--- src/hdl/susb_pkg.sv ---
`default_nettype none
package susb_pkg;

  localparam int FACE_COUNT = 6;
  localparam int MAX_MIPS   = 16;

  localparam int GEN_W   = 64;
  localparam int FACE_W  = 3;
  localparam int FIDX_W  = 3;
  localparam int MIP_W   = 5;
  localparam int MIDX_W  = 4;
  localparam int STAGE_W = 3;
  localparam int OP_W    = 2;
  localparam int CFG_IDX_W  = 1;
  localparam int CFG_DATA_W = 5;

  // item opcodes
  localparam logic [OP_W-1:0] OP_REQUEST = 2'd0;
  localparam logic [OP_W-1:0] OP_TICK    = 2'd1;
  localparam logic [OP_W-1:0] OP_COMMIT  = 2'd2;

  // configuration register indexes
  localparam logic [CFG_IDX_W-1:0] CFG_FACES_PER_FRAME = 1'b0;
  localparam logic [CFG_IDX_W-1:0] CFG_MIPS_PER_FRAME  = 1'b1;

  // stage codes as reported on stage_now
  localparam logic [STAGE_W-1:0] CODE_IDLE   = 3'd0;
  localparam logic [STAGE_W-1:0] CODE_FACES  = 3'd1;
  localparam logic [STAGE_W-1:0] CODE_SH     = 3'd2;
  localparam logic [STAGE_W-1:0] CODE_MIPS   = 3'd3;
  localparam logic [STAGE_W-1:0] CODE_COMMIT = 3'd4;
  localparam logic [STAGE_W-1:0] CODE_AWAIT  = 3'd5;

  typedef enum logic [5:0] {
    ST_IDLE   = 6'b000001,
    ST_FACES  = 6'b000010,
    ST_SH     = 6'b000100,
    ST_MIPS   = 6'b001000,
    ST_COMMIT = 6'b010000,
    ST_AWAIT  = 6'b100000
  } stage_t;

  function automatic logic [STAGE_W-1:0] stage_code(input stage_t s);
    logic [STAGE_W-1:0] c;
    case (s)
      ST_IDLE:   c = CODE_IDLE;
      ST_FACES:  c = CODE_FACES;
      ST_SH:     c = CODE_SH;
      ST_MIPS:   c = CODE_MIPS;
      ST_COMMIT: c = CODE_COMMIT;
      ST_AWAIT:  c = CODE_AWAIT;
      default:   c = CODE_IDLE;
    endcase
    return c;
  endfunction

endpackage
`default_nettype wire

--- src/hdl/susb_if.sv ---
`default_nettype none
interface susb_req_if import susb_pkg::*; ();
  logic              valid;
  logic              ready;
  logic [OP_W-1:0]   op;
  logic [GEN_W-1:0]  generation;
  logic              is_procedural_sky;
  logic [MIP_W-1:0]  mip_count;

  modport source (output valid, op, generation, is_procedural_sky, mip_count, input ready);
  modport sink   (input valid, op, generation, is_procedural_sky, mip_count, output ready);
endinterface

interface susb_res_if import susb_pkg::*; ();
  logic               valid;
  logic               ready;
  logic               accepted;
  logic               error;
  logic [GEN_W-1:0]   plan_generation;
  logic [FIDX_W-1:0]  first_face;
  logic [FACE_W-1:0]  face_batch;
  logic               project_sh;
  logic [MIDX_W-1:0]  first_mip;
  logic [MIP_W-1:0]   mip_batch;
  logic               commit;
  logic [STAGE_W-1:0] stage_now;
  logic [GEN_W-1:0]   active_gen;
  logic               busy_res;

  modport source (output valid, accepted, error, plan_generation, first_face, face_batch,
                  project_sh, first_mip, mip_batch, commit, stage_now, active_gen, busy_res,
                  input ready);
  modport sink   (input valid, accepted, error, plan_generation, first_face, face_batch,
                  project_sh, first_mip, mip_batch, commit, stage_now, active_gen, busy_res,
                  output ready);
endinterface

interface susb_cfg_if import susb_pkg::*; ();
  logic                  valid;
  logic                  ready;
  logic [CFG_IDX_W-1:0]  index;
  logic [CFG_DATA_W-1:0] data;

  modport source (output valid, index, data, input ready);
  modport sink   (input valid, index, data, output ready);
endinterface
`default_nettype wire

--- src/hdl/staged_update_budget_sequencer.sv ---
// Staged update budget sequencer.
// req carries one item per handshake: a request (generation, procedural
// flag, mip count), a frame tick, or a commit completion. res returns
// exactly one result item per accepted req item: accept/error flags, the
// tick's plan (face batch, harmonics step, mip batch, commit) and status.
// cfg writes faces_per_frame (index 0) and mips_per_frame (index 1); it is
// always ready and takes effect on the next req item.
// The result appears in the output register in the cycle after the req
// item is accepted. Throughput: one item per cycle unless res stalls, set
// by the single state update path between the job registers and the
// output register. req.ready is high while the output register is empty
// or being drained, so a stalled receiver holds res and blocks new items.
// Reset (rst, synchronous) returns the job to idle, clears pending and
// active generations, sets both budgets to 1 and empties the output.
`default_nettype none
module staged_update_budget_sequencer import susb_pkg::*; (
  input  wire logic   clk,
  input  wire logic   rst,
  susb_req_if.sink    req,
  susb_res_if.source  res,
  susb_cfg_if.sink    cfg
);

  logic [FACE_W-1:0] faces_per_frame;
  logic [MIP_W-1:0]  mips_per_frame;

  stage_t            stage, stage_next;
  logic              in_progress, in_progress_next;
  logic [GEN_W-1:0]  pending_gen, pending_gen_next;
  logic [GEN_W-1:0]  committed_gen, committed_gen_next;
  logic [FIDX_W-1:0] face_cursor, face_cursor_next;
  logic [FACE_W-1:0] face_total, face_total_next;
  logic [MIP_W-1:0]  mip_cursor, mip_cursor_next;
  logic [MIP_W-1:0]  mip_total, mip_total_next;

  logic [FACE_W-1:0] fb, face_rem;
  logic [MIP_W-1:0]  mb, mip_rem;

  logic              r_accepted, r_error, r_project_sh, r_commit;
  logic [FIDX_W-1:0] r_first_face;
  logic [FACE_W-1:0] r_face_batch;
  logic [MIDX_W-1:0] r_first_mip;
  logic [MIP_W-1:0]  r_mip_batch;

  logic              res_valid;
  logic              accepted_q, error_q, project_sh_q, commit_q, busy_q;
  logic [GEN_W-1:0]  plan_gen_q, active_gen_q;
  logic [FIDX_W-1:0] first_face_q;
  logic [FACE_W-1:0] face_batch_q;
  logic [MIDX_W-1:0] first_mip_q;
  logic [MIP_W-1:0]  mip_batch_q;
  logic [STAGE_W-1:0] stage_now_q;

  logic take;

  assign cfg.ready = 1'b1;
  assign req.ready = !res_valid || res.ready;
  assign take      = req.valid && req.ready;

  always_ff @(posedge clk) begin
    if (rst) begin
      faces_per_frame <= FACE_W'(1);
      mips_per_frame  <= MIP_W'(1);
    end else if (cfg.valid) begin
      case (cfg.index)
        CFG_FACES_PER_FRAME: faces_per_frame <= cfg.data[FACE_W-1:0];
        CFG_MIPS_PER_FRAME:  mips_per_frame  <= cfg.data[MIP_W-1:0];
        default: ;
      endcase
    end
  end

  // zero budgets count as one so a job always advances
  assign fb       = (faces_per_frame == '0) ? FACE_W'(1) : faces_per_frame;
  assign mb       = (mips_per_frame == '0) ? MIP_W'(1) : mips_per_frame;
  assign face_rem = face_total - face_cursor;
  assign mip_rem  = mip_total - mip_cursor;

  always_comb begin
    stage_next         = stage;
    in_progress_next   = in_progress;
    pending_gen_next   = pending_gen;
    committed_gen_next = committed_gen;
    face_cursor_next   = face_cursor;
    face_total_next    = face_total;
    mip_cursor_next    = mip_cursor;
    mip_total_next     = mip_total;
    r_accepted   = 1'b0;
    r_error      = 1'b0;
    r_first_face = '0;
    r_face_batch = '0;
    r_project_sh = 1'b0;
    r_first_mip  = '0;
    r_mip_batch  = '0;
    r_commit     = 1'b0;
    case (req.op)
      OP_REQUEST: begin
        if (req.mip_count == '0) begin
          r_error = 1'b1;
        end else if (!(in_progress && req.generation == pending_gen)) begin
          pending_gen_next = req.generation;
          face_cursor_next = '0;
          face_total_next  = req.is_procedural_sky ? FACE_W'(FACE_COUNT) : '0;
          mip_cursor_next  = '0;
          mip_total_next   = (req.mip_count > MIP_W'(MAX_MIPS)) ? MIP_W'(MAX_MIPS)
                                                                : req.mip_count;
          stage_next       = req.is_procedural_sky ? ST_FACES : ST_SH;
          in_progress_next = 1'b1;
          r_accepted       = 1'b1;
        end
      end
      OP_TICK: begin
        // finished stages fall through to the next one within the same tick
        if (in_progress) begin
          if (stage_next == ST_FACES) begin
            r_face_batch = (fb < face_rem) ? fb : face_rem;
            if (r_face_batch != '0) r_first_face = face_cursor;
            face_cursor_next = face_cursor + r_face_batch;
            if (face_cursor_next == face_total) stage_next = ST_SH;
          end
          if (stage_next == ST_SH) begin
            r_project_sh = 1'b1;
            stage_next   = ST_MIPS;
          end
          if (stage_next == ST_MIPS) begin
            r_mip_batch = (mb < mip_rem) ? mb : mip_rem;
            if (r_mip_batch != '0) r_first_mip = mip_cursor[MIDX_W-1:0];
            mip_cursor_next = mip_cursor + r_mip_batch;
            if (mip_cursor_next == mip_total) stage_next = ST_COMMIT;
          end
          if (stage_next == ST_COMMIT) begin
            r_commit   = 1'b1;
            stage_next = ST_AWAIT;
          end
        end
      end
      OP_COMMIT: begin
        if (!in_progress || stage != ST_AWAIT || req.generation != pending_gen) begin
          r_error = 1'b1;
        end else begin
          committed_gen_next = req.generation;
          stage_next         = ST_IDLE;
          in_progress_next   = 1'b0;
        end
      end
      default: ;
    endcase
  end

  always_ff @(posedge clk) begin
    if (rst) begin
      stage         <= ST_IDLE;
      in_progress   <= 1'b0;
      pending_gen   <= '0;
      committed_gen <= '0;
      face_cursor   <= '0;
      face_total    <= '0;
      mip_cursor    <= '0;
      mip_total     <= '0;
    end else if (take) begin
      stage         <= stage_next;
      in_progress   <= in_progress_next;
      pending_gen   <= pending_gen_next;
      committed_gen <= committed_gen_next;
      face_cursor   <= face_cursor_next;
      face_total    <= face_total_next;
      mip_cursor    <= mip_cursor_next;
      mip_total     <= mip_total_next;
    end
  end

  always_ff @(posedge clk) begin
    if (rst) begin
      res_valid <= 1'b0;
    end else if (take) begin
      res_valid <= 1'b1;
    end else if (res.ready) begin
      res_valid <= 1'b0;
    end
  end

  always_ff @(posedge clk) begin
    if (take) begin
      accepted_q   <= r_accepted;
      error_q      <= r_error;
      plan_gen_q   <= in_progress_next ? pending_gen_next : '0;
      first_face_q <= r_first_face;
      face_batch_q <= r_face_batch;
      project_sh_q <= r_project_sh;
      first_mip_q  <= r_first_mip;
      mip_batch_q  <= r_mip_batch;
      commit_q     <= r_commit;
      stage_now_q  <= stage_code(stage_next);
      active_gen_q <= committed_gen_next;
      busy_q       <= in_progress_next;
    end
  end

  assign res.valid           = res_valid;
  assign res.accepted        = accepted_q;
  assign res.error           = error_q;
  assign res.plan_generation = plan_gen_q;
  assign res.first_face      = first_face_q;
  assign res.face_batch      = face_batch_q;
  assign res.project_sh      = project_sh_q;
  assign res.first_mip       = first_mip_q;
  assign res.mip_batch       = mip_batch_q;
  assign res.commit          = commit_q;
  assign res.stage_now       = stage_now_q;
  assign res.active_gen      = active_gen_q;
  assign res.busy_res        = busy_q;

  a_idle_matches_progress: assert property (@(posedge clk) disable iff (rst)
    (stage == ST_IDLE) == !in_progress)
    else $error("stage and in_progress disagree");

  a_cursor_bounds: assert property (@(posedge clk) disable iff (rst)
    in_progress |-> (mip_cursor <= mip_total && face_cursor <= face_total))
    else $error("cursor past its total");

  a_commit_awaits: assert property (@(posedge clk) disable iff (rst)
    res.valid && res.commit |-> res.stage_now == CODE_AWAIT && res.busy_res)
    else $error("commit planned without awaiting stage");

  a_accept_busy: assert property (@(posedge clk) disable iff (rst)
    res.valid && res.accepted |-> res.busy_res && !res.error)
    else $error("accepted request left no job in progress");

  a_zero_mip_holds: assert property (@(posedge clk) disable iff (rst)
    take && req.op == OP_REQUEST && req.mip_count == '0 |=>
      $stable(pending_gen) && $stable(stage))
    else $error("zero mip request changed the job");

endmodule
`default_nettype wire

--- src/flat_wrapper.sv ---
// flat-port wrapper written by rule: the top's interface ports become plain ports
module staged_update_budget_sequencer_flat import susb_pkg::*;
  (clk, rst, req_valid, req_op, req_generation, req_is_procedural_sky, req_mip_count, req_ready, res_valid, res_accepted, res_error, res_plan_generation, res_first_face, res_face_batch, res_project_sh, res_first_mip, res_mip_batch, res_commit, res_stage_now, res_active_gen, res_busy_res, res_ready, cfg_valid, cfg_index, cfg_data, cfg_ready);
  susb_req_if req_i ();
  susb_res_if res_i ();
  susb_cfg_if cfg_i ();
  input  wire logic clk;
  input  wire logic rst;
  input wire logic [$bits(req_i.valid)-1:0] req_valid;
  input wire logic [$bits(req_i.op)-1:0] req_op;
  input wire logic [$bits(req_i.generation)-1:0] req_generation;
  input wire logic [$bits(req_i.is_procedural_sky)-1:0] req_is_procedural_sky;
  input wire logic [$bits(req_i.mip_count)-1:0] req_mip_count;
  output wire logic [$bits(req_i.ready)-1:0] req_ready;
  output wire logic [$bits(res_i.valid)-1:0] res_valid;
  output wire logic [$bits(res_i.accepted)-1:0] res_accepted;
  output wire logic [$bits(res_i.error)-1:0] res_error;
  output wire logic [$bits(res_i.plan_generation)-1:0] res_plan_generation;
  output wire logic [$bits(res_i.first_face)-1:0] res_first_face;
  output wire logic [$bits(res_i.face_batch)-1:0] res_face_batch;
  output wire logic [$bits(res_i.project_sh)-1:0] res_project_sh;
  output wire logic [$bits(res_i.first_mip)-1:0] res_first_mip;
  output wire logic [$bits(res_i.mip_batch)-1:0] res_mip_batch;
  output wire logic [$bits(res_i.commit)-1:0] res_commit;
  output wire logic [$bits(res_i.stage_now)-1:0] res_stage_now;
  output wire logic [$bits(res_i.active_gen)-1:0] res_active_gen;
  output wire logic [$bits(res_i.busy_res)-1:0] res_busy_res;
  input wire logic [$bits(res_i.ready)-1:0] res_ready;
  input wire logic [$bits(cfg_i.valid)-1:0] cfg_valid;
  input wire logic [$bits(cfg_i.index)-1:0] cfg_index;
  input wire logic [$bits(cfg_i.data)-1:0] cfg_data;
  output wire logic [$bits(cfg_i.ready)-1:0] cfg_ready;
  assign req_i.valid = req_valid;
  assign req_i.op = req_op;
  assign req_i.generation = req_generation;
  assign req_i.is_procedural_sky = req_is_procedural_sky;
  assign req_i.mip_count = req_mip_count;
  assign req_ready = req_i.ready;
  assign res_valid = res_i.valid;
  assign res_accepted = res_i.accepted;
  assign res_error = res_i.error;
  assign res_plan_generation = res_i.plan_generation;
  assign res_first_face = res_i.first_face;
  assign res_face_batch = res_i.face_batch;
  assign res_project_sh = res_i.project_sh;
  assign res_first_mip = res_i.first_mip;
  assign res_mip_batch = res_i.mip_batch;
  assign res_commit = res_i.commit;
  assign res_stage_now = res_i.stage_now;
  assign res_active_gen = res_i.active_gen;
  assign res_busy_res = res_i.busy_res;
  assign res_i.ready = res_ready;
  assign cfg_i.valid = cfg_valid;
  assign cfg_i.index = cfg_index;
  assign cfg_i.data = cfg_data;
  assign cfg_ready = cfg_i.ready;
  staged_update_budget_sequencer u_core (.clk(clk), .rst(rst), .req(req_i), .res(res_i), .cfg(cfg_i));
endmodule
--- config.mk ---
export PLATFORM = sky130hd
export DESIGN_NAME = staged_update_budget_sequencer_flat
export DESIGN_NICKNAME = d
export VERILOG_FILES = /design/src/hdl/susb_pkg.sv /design/src/hdl/susb_if.sv /design/src/hdl/staged_update_budget_sequencer.sv /design/src/flat_wrapper.sv
export SDC_FILE = /design/constraint.sdc
export NUM_CORES = 1
export LEC_CHECK = 0
export ABC_AREA = 1
export BUFFER_PORTS_ARGS = -buffer_cell sky130_fd_sc_hd__buf_2
export CAP_MARGIN = 20
export CORE_UTILIZATION = 50
export DETAILED_ROUTE_END_ITERATION = 10
export PLACE_DENSITY = 0.72
export SKIP_LAST_GASP = 1
export SLEW_MARGIN = 20
export SYNTH_ARGS = -nofsm -noshare
export SYNTH_HDL_FRONTEND = slang
export SYNTH_SLANG_ARGS = --single-unit
--- constraint.sdc ---
create_clock -name clk -period 18.1 [get_ports clk]
set_input_delay 1.81 -clock clk [delete_from_list [all_inputs] [get_ports clk]]
set_output_delay 1.81 -clock clk [all_outputs]
set_load 0.01 [all_outputs]
Word-level counts from Yosys, hierarchy flattened
Cells that the tools add are included.

Register bits after elaboration: 311. Input port bits: 83. Output and inout port bits: 154. Word-level logic and storage cells: 133.

Add/sub/neg operators: 4. Magnitude comparators: 3. Equal/unequal tests: 21. Multiplexer cells: 52. Bitwise gates (word level): 4. Reduce and logical (&&, ||, !) cells: 26.

Operator list (count): $mux W64 (5); $mux W6 (16); $eq A64 B64 Y1 (1); $ne A64 B64 Y1 (1); $mux W5 (7); $mux W3 (8); $pmux W6 S3 (1); $pmux W3 S5 (1); $eq A6 B2 Y1 const B (2); $eq A6 B3 Y1 const B (2); $eq A6 B4 Y1 const B (2); $eq A6 B5 Y1 const B (2); $reduce_and A4 Y1 (3); $reduce_and A6 Y1 (2); $logic_not A5 Y1 (2); $mux W1 (10); $pmux W5 S2 (1); $eq A6 B6 Y1 const B (1); $ne A2 B1 Y1 const B (3); $ne A6 B6 Y1 const B (1); $pmux W3 S2 (1); $reduce_and A2 Y1 (3); $reduce_and A3 Y1 (2); $add A5 B5 Y5 (1); 22 further kinds (32).

Logic depth before layout (Yosys ltp)
Depth after elaboration: 24. Depth in mapped cells: 36. Gate-level depth less buffers: 36.

Worst setup path before layout
OpenSTA, ideal clock, no wires.

Path kind: in2reg. Start point: in res_ready. End point: reg u_core.accepted_q, in the netlist u_core.res.accepted, enable pin. Setup time: 0.574 ns. Data arrival time: 6.792 ns. Required time: 17.526 ns. Path slack: 10.734 ns. Stages: 6. Buffers on the path: 2. Path through: inv_1 > nand2_1 > nand2_1 > inv_1 > clkbuf_1 > clkbuf_1.

Word-level cells in the longest chain between the ends: 2.

Ends and longest elaborated chain: start, declared (RTL line flat_wrapper.sv:28) `input wire logic [$bits(res_i.ready)-1:0] res_ready;`; $logic_or A1 B1 Y1 (RTL line staged_update_budget_sequencer.sv:57) `assign req.ready = !res_valid || res.ready;`; net req_ready (RTL line flat_wrapper.sv:14) `output wire logic [$bits(req_i.ready)-1:0] req_ready;`; $logic_and A1 B1 Y1 (RTL line staged_update_budget_sequencer.sv:58) `assign take = req.valid && req.ready;`; net u_core.take (RTL line staged_update_budget_sequencer.sv:54) `logic take;`; end signal, assigned (RTL line staged_update_budget_sequencer.sv:184) `accepted_q <= r_accepted;`; end, declared (RTL line staged_update_budget_sequencer.sv:46) `logic accepted_q, error_q, project_sh_q, commit_q, busy_q;`.

The timed path passes the listed nets, and every way through them passes these cells. A chain may end at the register's enable or synchronous reset.

Worst setup path in the final report
Start point: reg u_core.mip_total[0]. End point: reg u_core.stage_now_q[2], in the netlist u_core.res.stage_now[2] (data pin).

Word-level cells in the longest chain between the ends: 15. Elaborated cells on any way between the ends: 19. Classes of those cells: 2 x add/sub; 1 x order compare; 7 x eq/ne; 9 x mux.

Ends and longest elaborated chain: start, declared (RTL line staged_update_budget_sequencer.sv:34) `logic [MIP_W-1:0] mip_total, mip_total_next;`; start signal, assigned (RTL line staged_update_budget_sequencer.sv:168) `mip_total <= mip_total_next;`; $sub A5 B5 Y5 (RTL line staged_update_budget_sequencer.sv:77) `assign mip_rem = mip_total - mip_cursor;`; $lt A5 B5 Y1 (RTL line staged_update_budget_sequencer.sv:126) `r_mip_batch = (mb < mip_rem) ? mb : mip_rem;`; $mux W5 (RTL line staged_update_budget_sequencer.sv:126); $add A5 B5 Y5 (RTL line staged_update_budget_sequencer.sv:128) `mip_cursor_next = mip_cursor + r_mip_batch;`; $eq A5 B5 Y1 * (RTL line staged_update_budget_sequencer.sv:129) `if (mip_cursor_next == mip_total) stage_next = ST_COMMIT;`; $mux W6 * (RTL line staged_update_budget_sequencer.sv:129); $mux W6 * (RTL line staged_update_budget_sequencer.sv:125) `if (stage_next == ST_MIPS) begin`; $mux W6 * (RTL line staged_update_budget_sequencer.sv:114) `if (in_progress) begin`; $mux W6 * (RTL line staged_update_budget_sequencer.sv:96) `case (req.op)`; $eq A6 B5 Y1 (RTL line staged_update_budget_sequencer.sv:131) `if (stage_next == ST_COMMIT) begin`; $mux W6 * (RTL line staged_update_budget_sequencer.sv:131); $mux W6 * (RTL line staged_update_budget_sequencer.sv:114); $pmux W6 S3 * (RTL line staged_update_budget_sequencer.sv:96); $eq A6 B6 Y1, or another cell as far along (RTL line susb_pkg.sv:45) `case (s)`; $pmux W3 S5 * (RTL line susb_pkg.sv:45); end signal, assigned (RTL line staged_update_budget_sequencer.sv:193) `stage_now_q <= stage_code(stage_next);`; end, declared (RTL line staged_update_budget_sequencer.sv:52) `logic [STAGE_W-1:0] stage_now_q;`.

Mark *: on every way between the ends. The rest lies on a longest branch, timed or not. The select of a mux whose other input is x is not followed.

==> qor.csv <==
stage,metric,value,unit
status,status,"complete, no violations",
clock_tree,htreeDepth,1,
synth,synthFlopType,dfxtp_1,
cells_and_area,fin_nets,2194,
worst_setup_path,slowest_delay,0.46,ns
die,rows,63,
die,io_pins,237,
cells_and_area,stdcell_count,2511,
synth,synth-xor-area-share,0.700,%
pwr,power.total,1.77,mW
synth,yosysSeqAreaShare,51.3,%
timing,finalMaxSlewViolations,0,
synth,syn_inst,1904,
grt,track_usage,26.1,%
clock_tree,cts_hold_buffers,0,
detailed_routing,routed-via-count,13300,
cells_and_area,fin_util,59.0,%
synth,synthAdderAreaFrac,1.87,%
detailed_routing,drtAntennaViolNets,0,
timing,setup_viol,0,
clock_tree,clk_pin_slew,0.06,ns
worst_setup_path,required,18.41,ns
synth,synth-compound-area-share,17.9,%
worst_setup_path,critical_path_peak_fanout,10,
synth,avgSynthCellArea,7.88,sq um
synth,synth_edf_count,151,
synth,synthMuxAreaShare,0,%
grt,antenna_found_initial,8,
worst_setup_path,endpoint,u_core.res.stage_now[2]$_DFFE_PP_,
cells_and_area,seqCellArea,7700,sq um
worst_setup_path,crit_top_cell,nor2_1,
cells_and_area,multiInputGateArea,5870,sq um
worst_setup_path,cp-start-kind,flop,
synth,synth_cell_types,43,
timing,period_minus_slack,5.07,ns
cells_and_area,final.fill_count,2721,
place,dp_hpwl,29200,um
timing,worst_pin_slew,1.02,ns
grt,grt_max_degree,131,
place,dpl_worst_slack,12.84,ns
worst_setup_path,end_kind,flop,
worst_setup_path,ff2ff_setup_slack,13.03,ns
timing,skew,0.0172,ns
die,fp.dieH,175,um
place,dp.cells,2448,
timing,fmax,197,MHz
clock_tree,cts_sinks,309,
pwr,ir_drop,0.0798,mV
detailed_routing,first_pass_iters,5,
timing,holdWs,0.469,ns
clock_tree,numCtsBuffers,31,
grt,grt_overflow,0,
worst_setup_path,r2r-start,u_core.mip_total[0]$_SDFFE_PP0P_,
pwr,leakagePower,7.97,nW
clock_tree,clock_latency,0.57,ns
clock_tree,post_cts_buffers,0,
place,gp_congestion,0.878,
grt,grt_pass1_vias,12200,
detailed_routing,viasPerCell,5.29,
cells_and_area,mostFrequentLayoutCells,"411 x nand2_1, 247 x inv_1, 235 x buf_2, 224 x a21oi_1, 208 x o21ai_0",
synth,syn_area,15000,sq um
die,die-area,30700,sq um
cells_and_area,final_area,17400,sq um
cells_and_area,drive_above_1_share,16.4,%
hold_path,hold_path_class,flop to flop,
synth,ys_warn_count,0,
detailed_routing,avgRoutedWirePerCell,16.3,um
timing,finalSetupTns,0,ns
timing,finalWorstSetupSlack,13.03,ns
detailed_routing,wirelength,40800,um
timing,post-route-period-util,28.0,%
timing,hold_violations,0,
die,die_w,175,um
flow_run,maxCapViolCount,0,
synth,synth_seq_cells,309,
clock_tree,cts_tree,yes,
place,port_buffers,235,
worst_setup_path,slowest_stage,fa_1,
worst_setup_path,worst_r2r_path_depth,30,
place,dpl_cell_area,16300,sq um
synth,synthSimpleGateAreaFrac,18.5,%
clock_tree,cts.path.max_buffers,3,
timing,slew_headroom,31.8,%
worst_setup_path,crit_start,u_core.mip_total[0]$_SDFFE_PP0P_,
worst_setup_path,arrival,5.38,ns
timing,rsz0062_at_grt,false,
grt,grt_pass1_wl,63500,um
clock_tree,cts-root-buf,clkbuf_16,
worst_setup_path,critical_path_class,flop to flop,
synth,synth_top_family_by_area,simple AND/OR/NAND/NOR gates,
die,initial_core_util,50.8,%
synth,synthesis.nets,2007,
detailed_routing,drc_errors,0,
cells_and_area,layout_commonest_cell,nand2_1,
cells_and_area,area_growth,16.2,%
clock_tree,cts_resized,0,
pwr,cellPowerDensity,101,nW/um^2
detailed_routing,drt_iter0_drc,1260,
synth,async_reset_ff_share,0,%
worst_setup_path,r2r-end,u_core.res.stage_now[2]$_DFFE_PP_,
die,fp.coreArea,29600,sq um
## routing by layer
metal | track usage [%] | up-vias | wire, um
met5 | 0 | - | 0
met4 | 8.66 | 0 | 1210
met3 | 5.18 | 78 | 3340
met2 | 41.4 | 495 | 18400
met1 | 35.6 | 6089 | 17800
li1 | - | 6628 | -
## cells by family after synthesis
family                   count (synthesis)
AND/OR/NAND/NOR                        674
flip-flops                             309
buffers and inverters                  364
other                                    1
XOR/XNOR                                12
adder cells (fa/ha/maj)                 20
AO/OA/AOI/OAI                          524
## critical path, delay by kind of cell (launching register included)
kind	cells	cell delay, ns
flops	1	0.35
buf+inv	3	0.19
xor+xnor	1	0.16
simple gates	19	2.00
fa+ha+maj	5	1.54
compound gates	2	0.57
## cell type report
cell class | count | share of cell area (%)
sequential | 309 | 44.1
multi-input combinational | 1231 | 33.7
timing repair buffer | 242 | 7.09
inverter | 276 | 6.01
clock buffer | 43 | 5.06
tap | 390 | 2.80
clock inverter | 14 | 1.16
antenna | 6 | 0.0861
## how the worst min path moves through the flow
stage,start,endpoint,slack [ns],cells past startpoint
after CTS,u_core.faces_per_frame[0]$_SDFFE_PP1P_,u_core.faces_per_frame[0]$_SDFFE_PP1P_,0.47,2
after global placement,u_core.faces_per_frame[0]$_SDFFE_PP1P_,u_core.faces_per_frame[0]$_SDFFE_PP1P_,0.45,2
after floorplan,u_core.faces_per_frame[0]$_SDFFE_PP1P_,u_core.faces_per_frame[0]$_SDFFE_PP1P_,0.43,2
after detailed placement,u_core.faces_per_frame[0]$_SDFFE_PP1P_,u_core.faces_per_frame[0]$_SDFFE_PP1P_,0.45,2
after global routing,u_core.faces_per_frame[0]$_SDFFE_PP1P_,u_core.faces_per_frame[0]$_SDFFE_PP1P_,0.49,2
final,u_core.faces_per_frame[0]$_SDFFE_PP1P_,u_core.faces_per_frame[0]$_SDFFE_PP1P_,0.47,2
## Yosys cell counts, drive strengths merged, types with 2 or more instances
master,number,area share [%]
nor3,3,0.10
or2,4,0.17
nor4,6,0.25
nand4,29,1.2
buf,43,1.7
fa,4,0.53
xor2,3,0.18
a21oi,225,7.5
clkbuf,45,1.1
nand3b,2,0.10
edfxtp,151,30
dfxtp,158,21
and2,2,0.083
inv,275,6.9
a211oi,8,0.40
o21a,3,0.15
xnor2,9,0.53
o21ai,279,9.4
o31ai,2,0.10
o211ai,2,0.10
nand3,45,1.6
nand2,424,11
nor2,159,4.1
ha,16,1.3
## flip-flops by register name, indices dropped and copies added, names as in the netlist, 4 cells and up
signal	count
u_core.res.active_gen	64
u_core.mips_per_frame	5
u_core.stage	6
u_core.res.plan_generation	64
u_core.res.first_mip	4
u_core.committed_gen	64
u_core.pending_gen	64
u_core.mip_cursor	5
u_core.mip_total	5
u_core.res.mip_batch	5
## power by group
| part | internal, mW | switching [mW] | total, mW |
|---|---|---|---|
| sequential | 0.786 | 0.0201 | 0.806 |
| combinational | 0.0933 | 0.185 | 0.278 |
| clock | 0.410 | 0.272 | 0.681 |
No activity file was read; power rests on OpenSTA's default activity.
